[config.mk]
export PLATFORM = sky130hd
export DESIGN_NAME = cs_ctrl
export DESIGN_NICKNAME = d
export VERILOG_FILES = /design/src/sv/cs_pkg.sv /design/src/sv/cs_ctrl.sv
export SDC_FILE = /design/constraint.sdc
export NUM_CORES = 1
export LEC_CHECK = 0
export BUFFER_PORTS_ARGS = -buffer_cell sky130_fd_sc_hd__buf_2
export CORE_MARGIN = 2
export CORE_UTILIZATION = 35
export DETAILED_ROUTE_END_ITERATION = 7
export MAX_ROUTING_LAYER = met4
export PLACE_DENSITY = 0.51
export SLEW_MARGIN = 10
export SYNTH_ARGS = -nofsm -noshare
export SYNTH_HDL_FRONTEND = slang
export SYNTH_SLANG_ARGS = --single-unit
[constraint.sdc]
create_clock -name clock -period 3.3 [get_ports clock]
set_input_delay 0.825 -clock clock [delete_from_list [all_inputs] [get_ports clock]]
set_output_delay 0.825 -clock clock [all_outputs]
set_load 0.1 [all_outputs]
[src/sv/cs_pkg.sv]
`default_nettype none
// ----------------------------------------------------------------------------
// cs_pkg
// Shared types, codes and defaults for the Cholesky linear solver core.
// ----------------------------------------------------------------------------
package cs_pkg;

   // Defaults for the top-level parameters.
   localparam int MAX_ORDER_DEF  = 16;
   localparam int VALUE_BITS_DEF = 32;

   // Number of fraction bits in every fixed-point value.
   localparam int FRAC_BITS = 16;

   // Row and column fields inside the command struct, wide enough for the
   // largest supported order.
   localparam int IDX_BITS = 6;

   // Fixed widths of the channel fields.
   localparam int OP_BITS   = 2;
   localparam int POS_BITS  = 4;
   localparam int SIZE_BITS = 5;

   // Request operation codes.
   typedef enum logic [OP_BITS-1:0] {
      OP_LOAD_MAT = 2'd0,
      OP_LOAD_RHS = 2'd1,
      OP_SOLVE    = 2'd2,
      OP_NONE     = 2'd3
   } op_type;

   // Storage selected by a read or write command.
   typedef enum logic [2:0] {
      MEM_MAT,
      MEM_FAC,
      MEM_RHS,
      MEM_FWD,
      MEM_SOL
   } mem_sel_type;

   // Solve phases: factoring, forward and backward substitution.
   typedef enum logic [1:0] {
      PH_CHOL,
      PH_FWD,
      PH_BWD
   } phase_type;

   // Controller states.
   typedef enum logic [4:0] {
      ST_IDLE,
      ST_INIT_RD,
      ST_INIT_LD,
      ST_TERM_CHK,
      ST_A_RD,
      ST_B_RD,
      ST_B_LD,
      ST_MUL_WAIT,
      ST_SUB,
      ST_PIVOT,
      ST_DIAG_RD,
      ST_DIAG_LD,
      ST_UNIT_WAIT,
      ST_WRITE,
      ST_OUT_RD,
      ST_OUT_LD,
      ST_FAIL
   } state_type;

   // Commands from the controller to the datapath.
   typedef struct packed {
      logic                rd_en;
      mem_sel_type         rd_sel;
      logic [IDX_BITS-1:0] rd_row;
      logic [IDX_BITS-1:0] rd_col;
      logic                ld_s;
      logic                ld_a;
      logic                mul_start;
      logic                p_load;
      logic                sub_s;
      logic                dsq_start;
      logic                dsq_sqrt;
      logic                wr_en;
      mem_sel_type         wr_sel;
      logic [IDX_BITS-1:0] wr_row;
      logic [IDX_BITS-1:0] wr_col;
      logic                out_load;
      logic                out_flag;
      logic                out_last;
      logic [POS_BITS-1:0] out_index;
   } cmd_type;

   // Status from the datapath to the controller.
   typedef struct packed {
      logic mul_busy;
      logic dsq_busy;
      logic s_nonpos;
   } status_type;

endpackage
`default_nettype wire

[src/sv/cs_ctrl.sv]
`default_nettype none
// ----------------------------------------------------------------------------
// cs_ctrl
// Solver sequencer: walks the factoring, forward and backward substitution
// loops, issues datapath commands and runs the channel handshakes.
// ----------------------------------------------------------------------------
module cs_ctrl #(
   parameter int MAX_ORDER = cs_pkg::MAX_ORDER_DEF
) (
   input  wire logic                          clock,
   input  wire logic                          reset,
   input  wire logic                          req_valid,
   input  wire logic [cs_pkg::OP_BITS-1:0]    req_op,
   output logic                               req_ready,
   output logic                               rsp_valid,
   input  wire logic                          rsp_ready,
   input  wire logic                          csr_valid,
   input  wire logic [cs_pkg::SIZE_BITS-1:0]  csr_matrix_size,
   output logic                               csr_ready,
   output cs_pkg::cmd_type                    cmd,
   input  wire cs_pkg::status_type            status
);
   localparam int CW = $clog2(MAX_ORDER + 1);

   cs_pkg::state_type            state_ff, state_in;
   cs_pkg::phase_type            phase_ff, phase_in;
   logic [CW-1:0]                i_ff, i_in;
   logic [CW-1:0]                j_ff, j_in;
   logic [CW-1:0]                k_ff, k_in;
   logic [cs_pkg::SIZE_BITS-1:0] size_ff;
   logic                         rsp_valid_ff, rsp_valid_in;

   logic [CW-1:0] n_eff, i_inc, j_inc, k_inc, diag;
   logic          terms_done, out_free, is_last;

   // Active order, clamped to the supported range.
   always_comb begin
      if (size_ff == '0) begin
         n_eff = CW'(1);
      end else if (32'(size_ff) > MAX_ORDER) begin
         n_eff = CW'(MAX_ORDER);
      end else begin
         n_eff = CW'(size_ff);
      end
   end

   assign i_inc    = CW'(i_ff + 1'b1);
   assign j_inc    = CW'(j_ff + 1'b1);
   assign k_inc    = CW'(k_ff + 1'b1);
   assign diag     = (phase_ff == cs_pkg::PH_CHOL) ? j_ff : i_ff;
   assign is_last  = (i_inc == n_eff);
   assign out_free = !rsp_valid_ff || rsp_ready;

   // End of the inner product loop for the current phase.
   always_comb begin
      unique case (phase_ff)
         cs_pkg::PH_CHOL: terms_done = (k_ff == j_ff);
         cs_pkg::PH_FWD:  terms_done = (k_ff == i_ff);
         cs_pkg::PH_BWD:  terms_done = (k_ff == n_eff);
         default:         terms_done = 1'b1;
      endcase
   end

   // Next state and loop counters.
   always_comb begin
      state_in = state_ff;
      phase_in = phase_ff;
      i_in     = i_ff;
      j_in     = j_ff;
      k_in     = k_ff;
      unique case (state_ff)
         cs_pkg::ST_IDLE: begin
            if (req_valid && (req_op == cs_pkg::OP_SOLVE)) begin
               phase_in = cs_pkg::PH_CHOL;
               i_in     = '0;
               j_in     = '0;
               state_in = cs_pkg::ST_INIT_RD;
            end
         end
         cs_pkg::ST_INIT_RD: state_in = cs_pkg::ST_INIT_LD;
         cs_pkg::ST_INIT_LD: begin
            k_in     = (phase_ff == cs_pkg::PH_BWD) ? i_inc : '0;
            state_in = cs_pkg::ST_TERM_CHK;
         end
         cs_pkg::ST_TERM_CHK: begin
            state_in = terms_done ? cs_pkg::ST_PIVOT : cs_pkg::ST_A_RD;
         end
         cs_pkg::ST_A_RD: state_in = cs_pkg::ST_B_RD;
         cs_pkg::ST_B_RD: state_in = cs_pkg::ST_B_LD;
         cs_pkg::ST_B_LD: state_in = cs_pkg::ST_MUL_WAIT;
         cs_pkg::ST_MUL_WAIT: begin
            if (!status.mul_busy) begin
               state_in = cs_pkg::ST_SUB;
            end
         end
         cs_pkg::ST_SUB: begin
            k_in     = k_inc;
            state_in = cs_pkg::ST_TERM_CHK;
         end
         cs_pkg::ST_PIVOT: begin
            if ((phase_ff == cs_pkg::PH_CHOL) && (i_ff == j_ff)) begin
               state_in = status.s_nonpos ? cs_pkg::ST_FAIL : cs_pkg::ST_UNIT_WAIT;
            end else begin
               state_in = cs_pkg::ST_DIAG_RD;
            end
         end
         cs_pkg::ST_DIAG_RD: state_in = cs_pkg::ST_DIAG_LD;
         cs_pkg::ST_DIAG_LD: state_in = cs_pkg::ST_UNIT_WAIT;
         cs_pkg::ST_UNIT_WAIT: begin
            if (!status.dsq_busy) begin
               state_in = cs_pkg::ST_WRITE;
            end
         end
         cs_pkg::ST_WRITE: begin
            state_in = cs_pkg::ST_INIT_RD;
            unique case (phase_ff)
               cs_pkg::PH_CHOL: begin
                  if (j_ff != i_ff) begin
                     j_in = j_inc;
                  end else if (is_last) begin
                     phase_in = cs_pkg::PH_FWD;
                     i_in     = '0;
                  end else begin
                     i_in = i_inc;
                     j_in = '0;
                  end
               end
               cs_pkg::PH_FWD: begin
                  if (is_last) begin
                     phase_in = cs_pkg::PH_BWD;
                  end else begin
                     i_in = i_inc;
                  end
               end
               default: begin
                  if (i_ff == '0) begin
                     state_in = cs_pkg::ST_OUT_RD;
                  end else begin
                     i_in = CW'(i_ff - 1'b1);
                  end
               end
            endcase
         end
         cs_pkg::ST_OUT_RD: state_in = cs_pkg::ST_OUT_LD;
         cs_pkg::ST_OUT_LD: begin
            if (out_free) begin
               if (is_last) begin
                  state_in = cs_pkg::ST_IDLE;
               end else begin
                  i_in     = i_inc;
                  state_in = cs_pkg::ST_OUT_RD;
               end
            end
         end
         cs_pkg::ST_FAIL: begin
            if (out_free) begin
               state_in = cs_pkg::ST_IDLE;
            end
         end
         default: state_in = cs_pkg::ST_IDLE;
      endcase
   end

   // Datapath commands for each state.
   always_comb begin
      cmd           = '0;
      cmd.out_index = cs_pkg::POS_BITS'(i_ff);
      unique case (state_ff)
         cs_pkg::ST_INIT_RD: begin
            cmd.rd_en  = 1'b1;
            cmd.rd_row = cs_pkg::IDX_BITS'(i_ff);
            cmd.rd_col = cs_pkg::IDX_BITS'(j_ff);
            unique case (phase_ff)
               cs_pkg::PH_CHOL: cmd.rd_sel = cs_pkg::MEM_MAT;
               cs_pkg::PH_FWD:  cmd.rd_sel = cs_pkg::MEM_RHS;
               default:         cmd.rd_sel = cs_pkg::MEM_FWD;
            endcase
         end
         cs_pkg::ST_INIT_LD: cmd.ld_s = 1'b1;
         cs_pkg::ST_A_RD: begin
            cmd.rd_en  = 1'b1;
            cmd.rd_sel = cs_pkg::MEM_FAC;
            if (phase_ff == cs_pkg::PH_BWD) begin
               cmd.rd_row = cs_pkg::IDX_BITS'(k_ff);
               cmd.rd_col = cs_pkg::IDX_BITS'(i_ff);
            end else begin
               cmd.rd_row = cs_pkg::IDX_BITS'(i_ff);
               cmd.rd_col = cs_pkg::IDX_BITS'(k_ff);
            end
         end
         cs_pkg::ST_B_RD: begin
            cmd.ld_a   = 1'b1;
            cmd.rd_en  = 1'b1;
            cmd.rd_col = cs_pkg::IDX_BITS'(k_ff);
            unique case (phase_ff)
               cs_pkg::PH_CHOL: begin
                  cmd.rd_sel = cs_pkg::MEM_FAC;
                  cmd.rd_row = cs_pkg::IDX_BITS'(j_ff);
               end
               cs_pkg::PH_FWD: begin
                  cmd.rd_sel = cs_pkg::MEM_FWD;
                  cmd.rd_row = cs_pkg::IDX_BITS'(k_ff);
               end
               default: begin
                  cmd.rd_sel = cs_pkg::MEM_SOL;
                  cmd.rd_row = cs_pkg::IDX_BITS'(k_ff);
               end
            endcase
         end
         cs_pkg::ST_B_LD:     cmd.mul_start = 1'b1;
         cs_pkg::ST_MUL_WAIT: cmd.p_load    = !status.mul_busy;
         cs_pkg::ST_SUB:      cmd.sub_s     = 1'b1;
         cs_pkg::ST_PIVOT: begin
            cmd.dsq_sqrt  = 1'b1;
            cmd.dsq_start = (phase_ff == cs_pkg::PH_CHOL) && (i_ff == j_ff)
                            && !status.s_nonpos;
         end
         cs_pkg::ST_DIAG_RD: begin
            cmd.rd_en  = 1'b1;
            cmd.rd_sel = cs_pkg::MEM_FAC;
            cmd.rd_row = cs_pkg::IDX_BITS'(diag);
            cmd.rd_col = cs_pkg::IDX_BITS'(diag);
         end
         cs_pkg::ST_DIAG_LD: cmd.dsq_start = 1'b1;
         cs_pkg::ST_WRITE: begin
            cmd.wr_en  = 1'b1;
            cmd.wr_row = cs_pkg::IDX_BITS'(i_ff);
            cmd.wr_col = cs_pkg::IDX_BITS'(j_ff);
            unique case (phase_ff)
               cs_pkg::PH_CHOL: cmd.wr_sel = cs_pkg::MEM_FAC;
               cs_pkg::PH_FWD:  cmd.wr_sel = cs_pkg::MEM_FWD;
               default:         cmd.wr_sel = cs_pkg::MEM_SOL;
            endcase
         end
         cs_pkg::ST_OUT_RD: begin
            cmd.rd_en  = 1'b1;
            cmd.rd_sel = cs_pkg::MEM_SOL;
            cmd.rd_row = cs_pkg::IDX_BITS'(i_ff);
         end
         cs_pkg::ST_OUT_LD: begin
            cmd.out_load = out_free;
            cmd.out_last = is_last;
         end
         cs_pkg::ST_FAIL: begin
            cmd.out_load = out_free;
            cmd.out_flag = 1'b1;
            cmd.out_last = 1'b1;
         end
         default: begin
         end
      endcase
   end

   // Response valid holds until the transaction completes.
   always_comb begin
      if (cmd.out_load) begin
         rsp_valid_in = 1'b1;
      end else if (rsp_ready) begin
         rsp_valid_in = 1'b0;
      end else begin
         rsp_valid_in = rsp_valid_ff;
      end
   end

   always_ff @(posedge clock) begin
      if (reset) begin
         state_ff     <= cs_pkg::ST_IDLE;
         phase_ff     <= cs_pkg::PH_CHOL;
         i_ff         <= '0;
         j_ff         <= '0;
         k_ff         <= '0;
         size_ff      <= cs_pkg::SIZE_BITS'(16);
         rsp_valid_ff <= 1'b0;
      end else begin
         state_ff     <= state_in;
         phase_ff     <= phase_in;
         i_ff         <= i_in;
         j_ff         <= j_in;
         k_ff         <= k_in;
         rsp_valid_ff <= rsp_valid_in;
         if (csr_valid) begin
            size_ff <= csr_matrix_size;
         end
      end
   end

   assign req_ready = (state_ff == cs_pkg::ST_IDLE);
   assign rsp_valid = rsp_valid_ff;
   assign csr_ready = 1'b1;

endmodule
`default_nettype wire

==> summary.txt, run 1 <==
Run status
  • Status: finished clean

Power and ir drop
  • Design Power: around 1200 µW
  • Peak supply drop: approximately 0.00017 V
  • Leakage: approximately 0.0017 µW
  • PwrDens: slightly above 300 nW/µm²

Global route
  • Gr usage total: 21.2%
  • First-pass GRT wire length: between 15000 and 20000 µm
  • Total gr overflow: 0
  • Vias in the first global route: 3163
  • Initial antenna violation count: 0
  • Largest net degree at the start of global routing: 22

Timing
  • Unrepaired setup endpoints after global routing: no
  • Setup TNS: 0 ns
  • Worst Tran Pin Value: 0.571 ns
  • Final Max Tran Viols: 0
  • Max-slew headroom: between 60% and 70%
  • Setup ws final: 0.155 ns
  • Final Hold Fails: 0
  • Min Tclk post-route: ~3.1 ns
  • Period utilisation layout: between 90% and 100%
  • Clock Skews: 0.00925 ns
  • Max Fclk: 318 MHz
  • Final Setup Violations: 0

Clocking
  • CTS sink cnt: 28
  • Inserted Clock Buffers: 3
  • Post-CTS setup buffers: 0
  • CTS root buf: clkbuf_8
  • Clock slew at reported path FFs: 0.11 ns
  • Worst-Skew Late Latency: roughly 0.29 ns
  • CTS tree: yes
  • H-tree depth: 1
  • CTS max path bufs: 2

Layout
  • Register area: about 560 µm²
  • # fillers: between 800 and 900
  • Post-route insts no fill: 589
  • Multi-input gate area: 2270 µm²
  • Core Util, Final: between 40 and 50%
  • Nets@finish: 507
  • Share of layout cells above drive strength 1: 25.2%
  • # diodes: 0
  • P&R area growth vs syn: 28.0%

Route
  • Met2 WL: between 4000 and 5000 µm
  • Top sig layer: met4
  • Via density: 5.69
  • DR vias: 3352
  • DR WL met3: a little over 600 µm
  • DR iter-0 viols: 313
  • Routed Antenna Nets: 0
  • DR pass1 iterations: 7
  • Drt wl/cell: ~17 µm
  • DRT met1 WL: 4510 µm
  • Routed WL: around 10000 µm
  • DR DRC count: 0

Run
  • Max-cap viol count: 0

Hold path
  • HP Class: flop to flop

Synthesis
  • Post-synthesis mux area share: 3.82%
  • Ys async rst share: 0%
  • EDFF count, synth: 0
  • Main combinational cell family by area after synthesis: simple AND/OR/NAND/NOR gates
  • Sequential area share after synthesis: between 10% and 20%
  • Post-Synth Simple-Gate Area: 29.8%
  • Synth area leader: dfxtp_1
  • Top post-synthesis cells by count: nor2_1 (48), nand2_1 (32), a21oi_1 (31)
  • Post-synthesis adder-cell area fraction: 3.98%
  • Synth warn: 0
  • Syn Std Cell Area: around 3100 µm²
  • Post-synthesis register bit count: 28
  • Mean Syn Cell Area: approximately 7.1 µm²
  • Area share of xor/xnor cells in the synthesized design: under 10%
  • Most used DFF post-synth: dfxtp_1
  • Netlist cell types: 69
  • Top cell type's share of synthesized area: 17.8%
  • Dominant cells by area after synthesis: dfxtp_1 (18%), nor2_1 (5.7%), a21oi_1 (4.9%)
  • Area fraction in compound gates after synthesis: 25.9%
  • Top-count cell post-synth: nor2_1
  • Cells after synthesis: about 440

Critical path
  • CP required: about 2.5 ns
  • CP Data Arrival Time: approximately 2.3 ns
  • CP max stage cell: dfxtp_1
  • FF-to-FF setup slack: 0.31 ns
  • Crit Path Class: flop to primary output
  • Critical-path cell list: inv_1 -> ha_1 -> nand2_1 -> or4_4 -> and3_4 -> nor2_8 -> a21o_1 -> buf_12
  • Critical-path maximum fanout: 5
  • Nature of the critical path endpoint: primary output
  • CP startpoint kind: flop
  • Largest stage delay on the critical path: 0.43 ns

Floorplan
  • Die W: roughly 99 µm
  • Die height: between 90 and 100 µm
  • Full die area: slightly below 10000 µm²
  • Core area: 8720 µm²
  • Starting Density: about 36%
  • Num rows: 34
  • # IOs: 64

Placement
  • Final GP Congestion: around 0.92
  • DP Wirelength: 7860 µm
  • PortBufs: 58
  • Cells after DPL: 585
  • Pre-CTS setup slack: 0.366 ns
[routing by layer]
| metal | vias up | GRT usage, % |
|---|---|---|
| met3 | 14 | 2.20 |
| met2 | 145 | 34.5 |
| met1 | 1563 | 28.6 |
| met5 | - | - |
| li1 | 1630 | - |
| met4 | 0 | 4.53 |
[power by group]
part / leakage [µW] / internal (µW) / switching [µW]
Clock: 0.0000357 / 163 / 128
Sequential: 0.000227 / 356 / 34.0
Combinational: 0.00147 / 167 / 391
Total: 0.00173 / 686 / 553
[worst paths after layout]
check,depth (start not counted),start,to
hold reg to reg,2,rsp_valid,rsp_valid
setup reg to reg,12,i_ff[0],i_ff[0]
setup / recovery,8,i_ff[0],cmd[4]
hold / removal,2,rsp_valid,rsp_valid
[metrics by stage]
step | area, µm² | hold WS, ns
2_1_floorplan | 3210 | 0.502
3_3_place_gp | 3940 | 0.509
3_5_place_dp | 3940 | 0.525
4_1_cts | 4010 | 0.540
5_1_grt | 4020 | 0.582
6_report | 4020 | 0.529
[final cells by class]
cell class,count,area share [%]
timing repair buffer,80,21.4
sequential,28,13.9
tap,108,3.36
inverter,31,2.90
clock inverter,1,0.747
multi-input combinational,338,56.6
clock buffer,3,1.03
[repair_timing]
action / 4_1_cts / 5_1_grt
endpoints found under the setup margin: 0 / 5
resized for setup: 0 / 2
hold buffers: 0 / 0
[sequential cells by signal, indices dropped and copies added, names as in the netlist]
signal / flops
phase_ff: 2
j_ff: 5
rsp_valid: 1
size_ff: 5
i_ff: 5
k_ff: 5
state_ff: 5
[cell families after synthesis]
logic type,count (synthesis)
buffers and inverters,80
adder cells (fa/ha/maj),10
XOR/XNOR,20
AND/OR/NAND/NOR,174
other,2
AO/OA/AOI/OAI,117
multiplexers,12
flip-flops,28
[layout by cell type (no fill, tap or decap), types with 3 or more instances in the layout]
master | Yosys | final
inv_1 | 30 | 30
o21ai_0 | 20 | 20
buf_2 | 6 | 31
nor4_1 | 5 | 5
o31ai_1 | 5 | 4
nor3_2 | 0 | 4
a211oi_1 | 6 | 6
a222oi_1 | 9 | 9
dfxtp_1 | 28 | 28
a21oi_1 | 31 | 29
nand3_1 | 9 | 9
xor2_1 | 10 | 10
nand2_1 | 32 | 32
and2_2 | 0 | 8
nand3b_1 | 3 | 3
buf_4 | 10 | 22
conb_1 | 2 | 5
nor3_1 | 18 | 13
ha_1 | 10 | 10
a221oi_1 | 3 | 3
xnor2_1 | 8 | 8
a21o_1 | 5 | 5
a31oi_1 | 8 | 8
nand2b_1 | 7 | 7
and2_1 | 13 | 5
o22ai_1 | 4 | 4
nor2_1 | 48 | 46
buf_12 | 0 | 27
nor2b_1 | 7 | 7
clkbuf_8 | 0 | 3
mux2i_1 | 12 | 12
or3_1 | 6 | 6
or2_2 | 3 | 3
o211ai_1 | 6 | 6
nand4_1 | 3 | 3
[critical path, delay by kind of cell, from the launching register on]
kind                       cells  cell delay, ns
and+or+nand+nor                4            0.78
DFF                            1            0.43
adders and majority gates      1            0.37
buffers and inverters          2            0.29
AOI/OAI and AO/OA              1            0.16
(Power assumes the default switching activity.)
==> run 2, diff against run 1 <==
Settings changed: CORE_UTILIZATION 35 to 25, PLACE_DENSITY 0.51 to 0.39.
==> run 2 against run 1 <==
Total power up 7.7%; highest routed layer unchanged; critical path depth down 2; core utilization down 12 points; critical endpoint unchanged; first-iteration DRC count down 31%; final area up 3.5%; sequential share of layout area down 0.41 points.
==> summary.txt, run 2 (synthesis gave the netlist of run 1 again) <==
Layout
  • P&R area growth vs syn: 32.4%
  • Commonest non-fill, non-tap cell in the layout: nor2_1
  • Post-route insts no fill: 650 (+10%)
  • # diodes: 0 (unchanged)
  • Share of layout cells above drive strength 1: 26.3% (+1.2 points)
  • Core Util, Final: 34.2% (-12 points)
  • Commonest cells after routing, fill and taps aside: nor2_1 (46), nand2_1 (32), buf_2 (31)
  • # fillers: 1290 (+48%)
  • Nets@finish: 508 (+0.20%)

Global route
  • Largest net degree at the start of global routing: 17 (-23%)
  • Total gr overflow: 0 (unchanged)
  • Gr usage total: 17.3% (-3.9 points)
  • Vias in the first global route: 3226 (+2.0%)
  • First-pass GRT wire length: 17800 µm (+7.6%)
  • Initial antenna violation count: 0 (unchanged)

Power and ir drop
  • Design Power: 1330 µW (+7.7%)
  • Leakage: 0.00175 µW (+1.2%)
  • PwrDens: 321 nW/µm² (+4.1%)
  • Peak supply drop: 0.000139 V (-17%)

Clocking
  • CTS tree: yes
  • CTS max path bufs: 2 (unchanged)
  • Post-CTS setup buffers: 0 (unchanged)
  • H-tree depth: 1 (unchanged)
  • Clock slew at reported path FFs: 0.08 ns (-0.03 ns)
  • Worst-Skew Late Latency: 0.28 ns (about the same)
  • Inserted Clock Buffers: 3 (unchanged)
  • CTS sink cnt: 28 (unchanged)
  • CTS root buf: clkbuf_16

Critical path
  • Worst r2r path cells: 9 (-3)
  • Nature of the critical path endpoint: primary output
  • Largest stage delay on the critical path: 0.66 ns (+0.23 ns)
  • CP required: 2.47 ns (about the same)
  • CP max stage cell: dfxtp_1
  • Critical-path maximum fanout: 12 (+7)
  • Crit Path Class: flop to primary output
  • CP startpoint kind: flop
  • CP Data Arrival Time: 2.42 ns (+0.10 ns)
  • Critical-path cell list: and3_1 -> xnor3_1 -> nand4_4 -> nor2_8 -> a21o_1 -> buf_12

Route
  • Routed Antenna Nets: 0 (unchanged)
  • DR iter-0 viols: 215 (-31%)
  • DR pass1 iterations: 5 (-2)
  • DR vias: 3331 (-0.63%)
  • Routed WL: 11100 µm (+9.9%)
  • Via density: 5.12 (-10%)
  • DR DRC count: 0 (unchanged)
  • Drt wl/cell: 17.1 µm (-0.40%)

Hold path
  • Hold Path Cell Cnt: 2 (unchanged)
  • HP Class: flop to flop

Placement
  • Final GP Congestion: 0.870 (-5.9%)
  • Cells after DPL: 646 (+10%)
  • Pre-CTS setup slack: 0.298 ns (-0.0674 ns)
  • DP Wirelength: 8890 µm (+13%)
  • PortBufs: 58 (unchanged)

Timing
  • Unrepaired setup endpoints after global routing: no
  • Period utilisation layout: 98.3% (+3.0 points)
  • Setup TNS: 0 ns (unchanged)
  • Final Setup Violations: 0 (unchanged)
  • Clock Skews: 0.00556 ns (-0.00369 ns)
  • Max Fclk: 308 MHz (-3.1%)
  • Min Tclk post-route: 3.24 ns (+0.0997 ns)
  • Setup ws final: 0.0555 ns (-0.0997 ns)
  • Max-slew headroom: 62.6% (+1.0 points)
  • Final Max Tran Viols: 0 (unchanged)
  • Worst Tran Pin Value: 0.556 ns (-0.0150 ns)
  • Final Hold Fails: 0 (unchanged)

Floorplan
  • Die height: 116 µm (+18%)
  • Num rows: 40 (+18%)
  • Core area: 12200 µm² (+39%)
  • Starting Density: 25.8% (-10 points)
  • Full die area: 13500 µm² (+38%)
  • # IOs: 64 (unchanged)
  • Die W: 116 µm (+18%)

Run status
  • Status: finished clean

Run
  • Max-cap viol count: 0 (unchanged)
run 2: cell types whose count changed in the layout (fill, tap and decap cells not counted), sizes merged:
cell,before,now
buf,80,81
run 2: worst paths after layout:
path / startpoint / slack, ns / endpoint
max: i_ff[3] / 0.06 / cmd[4]
min: rsp_valid / 0.52 / rsp_valid
max reg2reg: i_ff[3] / 0.50 / i_ff[0]
min reg2reg: rsp_valid / 0.52 / rsp_valid
run 2: metal layers:
layer | part of all wire, % | GRT usage (%) | vias to the layer above
met5 | 0 | - | -
met4 | 1.0 | 3.65 | 0
met3 | 4.5 | 1.62 | 14
met2 | 47 | 27.8 | 105
met1 | 48 | 23.8 | 1569
li1 | - | - | 1643
run 2: metrics by stage:
step,instance area (µm²),hold slack (ns)
after floorplan,3210,0.502
after global routing,4160,0.566
final,4160,0.519
after global placement,4030,0.510
after CTS,4140,0.526
after detailed placement,4030,0.513
run 2: area by class of cell:
cell class | count | area, µm² | share of cell area, %
Multi-Input combinational cell | 338 | 2290 | 55.2
Clock buffer | 3 | 75.1 | 1.81
Timing Repair Buffer | 81 | 868 | 20.9
Tap cell | 168 | 210 | 5.06
Clock inverter | 1 | 30.0 | 0.722
Inverter | 31 | 116 | 2.80
Sequential cell | 28 | 563 | 13.5
run 2: critical path, delay by kind of cell, from the launching register on:
family	cells	cell delay, ns
flip-flops	1	0.66
AND/OR/NAND/NOR	3	0.86
XOR/XNOR	1	0.23
AO/OA/AOI/OAI	1	0.21
buffers and inverters	1	0.18
run 2: power by group:
part / total (µW) / internal, µW / switching, µW / leakage [µW]
clock: 384 / 243 / 142 / 0.0000511
sequential: 404 / 357 / 46.7 / 0.000228
combinational: 546 / 166 / 380 / 0.00147
total: 1330 / 766 / 569 / 0.00175
run 2: what timing repair did:
| item | 4_1_cts | 5_1_grt |
|---|---|---|
| gates cloned | 0 | 0 |
| setup endpoints to repair | 2 | 10 |
| resized for setup | 1 | 6 |
| hold buffers | 0 | 0 |
==> run 3, diff against run 2 <==
Settings changed: CAP_MARGIN from default to 20, CORE_MARGIN 2 to 5.
==> run 3 against run 2 <==
Clock power barely moved; die area rose by 11%; wire length rose by 3.0%; clock skew rose by 0.0025 ns; final cell count rose by 1.4%; core utilization fell by 0.61 points; first-iteration DRC count rose by 71%; sequential power fell by 3%; critical path type unchanged; largest power group unchanged; highest routed layer unchanged.
==> summary.txt, run 3 (synthesis gave the netlist of run 1 again) <==
Power and ir drop
  • Clk pwr share: 28.8% (about the same)
  • P_sw: 570 µW (+0.30%)
  • Combinational fraction of design power: 42.1% (+1.2 points)
  • Seq pwr share: 29.1% (-1.2 points)
  • Power Internal: 770 µW (+0.63%)
  • PwrDens: 320 nW/µm² (-0.17%)
  • Peak supply drop: 0.000157 V (+12%)
  • Leakage: 0.00178 µW (+1.4%)
  • Switching share of power: 42.5% (-0.082 points)

Layout
  • Multi-input gate area: 2280 µm² (-0.71%)
  • P&R area growth vs syn: 33.3%
  • Register area: 562 µm² (-0.22%)
  • Post-route insts no fill: 659 (+1.4%)
  • Commonest cells after routing, fill and taps aside: nor2_1 (46), nand2_1 (32), buf_2 (31)
  • Nets@finish: 513 (+0.98%)
  • Share of layout cells above drive strength 1: 26.5% (+0.14 points)
  • # fillers: 1338 (+3.7%)
  • # diodes: 0 (unchanged)
  • Commonest non-fill, non-tap cell in the layout: nor2_1

Critical path
  • CP startpoint kind: flop
  • CP Launch Point: state_ff[3]
  • Nature of the critical path endpoint: primary output
  • R2r startpoint: i_ff[0]
  • Crit Path Class: flop to primary output
  • CP required: 2.47 ns (about the same)
  • Critical-path maximum fanout: 14 (+2)
  • CP Data Arrival Time: 2.31 ns (-0.11 ns)

Timing
  • Unrepaired setup endpoints after global routing: no
  • Final Hold Fails: 0 (unchanged)
  • Final hold slack: 0.521 ns (+0.00204 ns)
  • Final Setup Violations: 0 (unchanged)
  • Max Fclk: 319 MHz (+3.6%)
  • Clock Skews: 0.00808 ns (+0.00252 ns)
  • Min Tclk post-route: 3.13 ns (-0.114 ns)
  • Worst Tran Pin Value: 0.566 ns (+0.00996 ns)
  • Period utilisation layout: 94.9% (-3.4 points)
  • Max-slew headroom: 61.8% (-0.78 points)
  • Final Max Tran Viols: 0 (unchanged)

Floorplan
  • Die W: 122 µm (+5.2%)
  • Starting Density: 25.2% (-0.63 points)
  • Core area: 12500 µm² (+2.5%)
  • Num rows: 41 (+2.5%)
  • # IOs: 64 (unchanged)
  • Die height: 122 µm (+5.2%)
  • Full die area: 14900 µm² (+11%)

Route
  • Drt wl/cell: 17.3 µm (+1.6%)
  • Routed WL: 11400 µm (+3.0%)
  • Via density: 5.13 (+0.14%)
  • Routed Antenna Nets: 0 (unchanged)
  • DR iter-0 viols: 367 (+71%)
  • DR DRC count: 0 (unchanged)
  • DR vias: 3382 (+1.5%)
  • DR pass1 iterations: 6 (+1)

Placement
  • Final GP Congestion: 0.903 (+3.8%)
  • PortBufs: 58 (unchanged)
  • Cells after DPL: 655 (+1.4%)
  • DP Wirelength: 9100 µm (+2.3%)

Clocking
  • Clock slew at reported path FFs: 0.08 ns (about the same)
  • Worst-Skew Late Latency: 0.28 ns (about the same)
  • CTS max path bufs: 2 (unchanged)
  • CTS sink cnt: 28 (unchanged)
  • H-tree depth: 1 (unchanged)
  • Post-CTS setup buffers: 0 (unchanged)
  • Inserted Clock Buffers: 3 (unchanged)
  • CTS tree: yes
  • CTS root buf: clkbuf_16

Global route
  • Total gr overflow: 0 (unchanged)
  • Largest net degree at the start of global routing: 19 (+2)
  • First-pass GRT wire length: 17900 µm (+0.89%)
  • Initial antenna violation count: 0 (unchanged)
  • Gr usage total: 15.7% (-1.6 points)
  • Vias in the first global route: 3224 (-0.062%)

Run
  • Max-cap viol count: 0 (unchanged)

Hold path
  • HP Class: flop to flop
  • HP Start: i_ff[0]

Run status
  • Status: finished clean
## run 3: cell types whose count changed in the layout (fill, tap and decap cells not counted), sizes merged
cell | previous run | this run
buf | 81 | 86
## run 3: timing repair
action                                  in CTS  in global routing
endpoints found under the setup margin       0                  9
hold buffers                                 0                  0
endpoints found under the hold margin        0                  0
resized for setup                            0                  6
## run 3: final timing paths
check	depth (start not counted)	end	slack [ns]
worst max register to register	12	i_ff[0]	0.46
worst min-delay path	2	i_ff[0]	0.52
worst min register to register	2	i_ff[0]	0.52
worst max-delay path	8	cmd[31]	0.17
## run 3: power groups by stage
stage	clock [µW]	sequential, µW	combinational (µW)
finish	386	390	565
global route	405	395	611
CTS	396	390	564
detailed placement	0	398	563
global placement	0	398	563
floorplan	0	377	455
## run 3: worst max-delay path, cell delays in order (launching register included)
cell	delay [ns]
dfxtp_1	0.36
buf_4	0.20
or3_4	0.45
nor2_1	0.17
nand2_1	0.09
o21ai_0	0.23
a222oi_1	0.19
inv_1	0.15
buf_12	0.18
## run 3: metal layers
metal / share of wire [%] / GRT usage, %
met1: 47 / 21.3
met2: 47 / 25.0
met3: 4.3 / 1.39
met4: 1.4 / 4.48
met5: 0 / -
## run 3: per-stage QoR
stage / total power (µW) / worst slack [ns] / cell area (µm²) / utilization [%] / TNS [ns]
floorplan: 831 / -0.222 / 3210 / - / -0.222
global placement: 960 / 0.384 / 4070 / 32.6 / 0
CTS: 1350 / 0.0675 / 4170 / 33.5 / 0
finish: 1340 / 0.169 / 4190 / 33.6 / 0
global route: 1410 / 0.0244 / 4190 / 33.6 / 0
detailed placement: 961 / 0.386 / 4070 / 32.6 / 0
## run 3: layout make-up
cell class	instances	share of cell area [%]
clock inverters	1	0.717
flip-flops and latches	28	13.4
repair buffers	86	21.6
multi-input cells	338	54.4
inverters	31	2.84
clock buffers	3	1.79
well taps	172	5.14
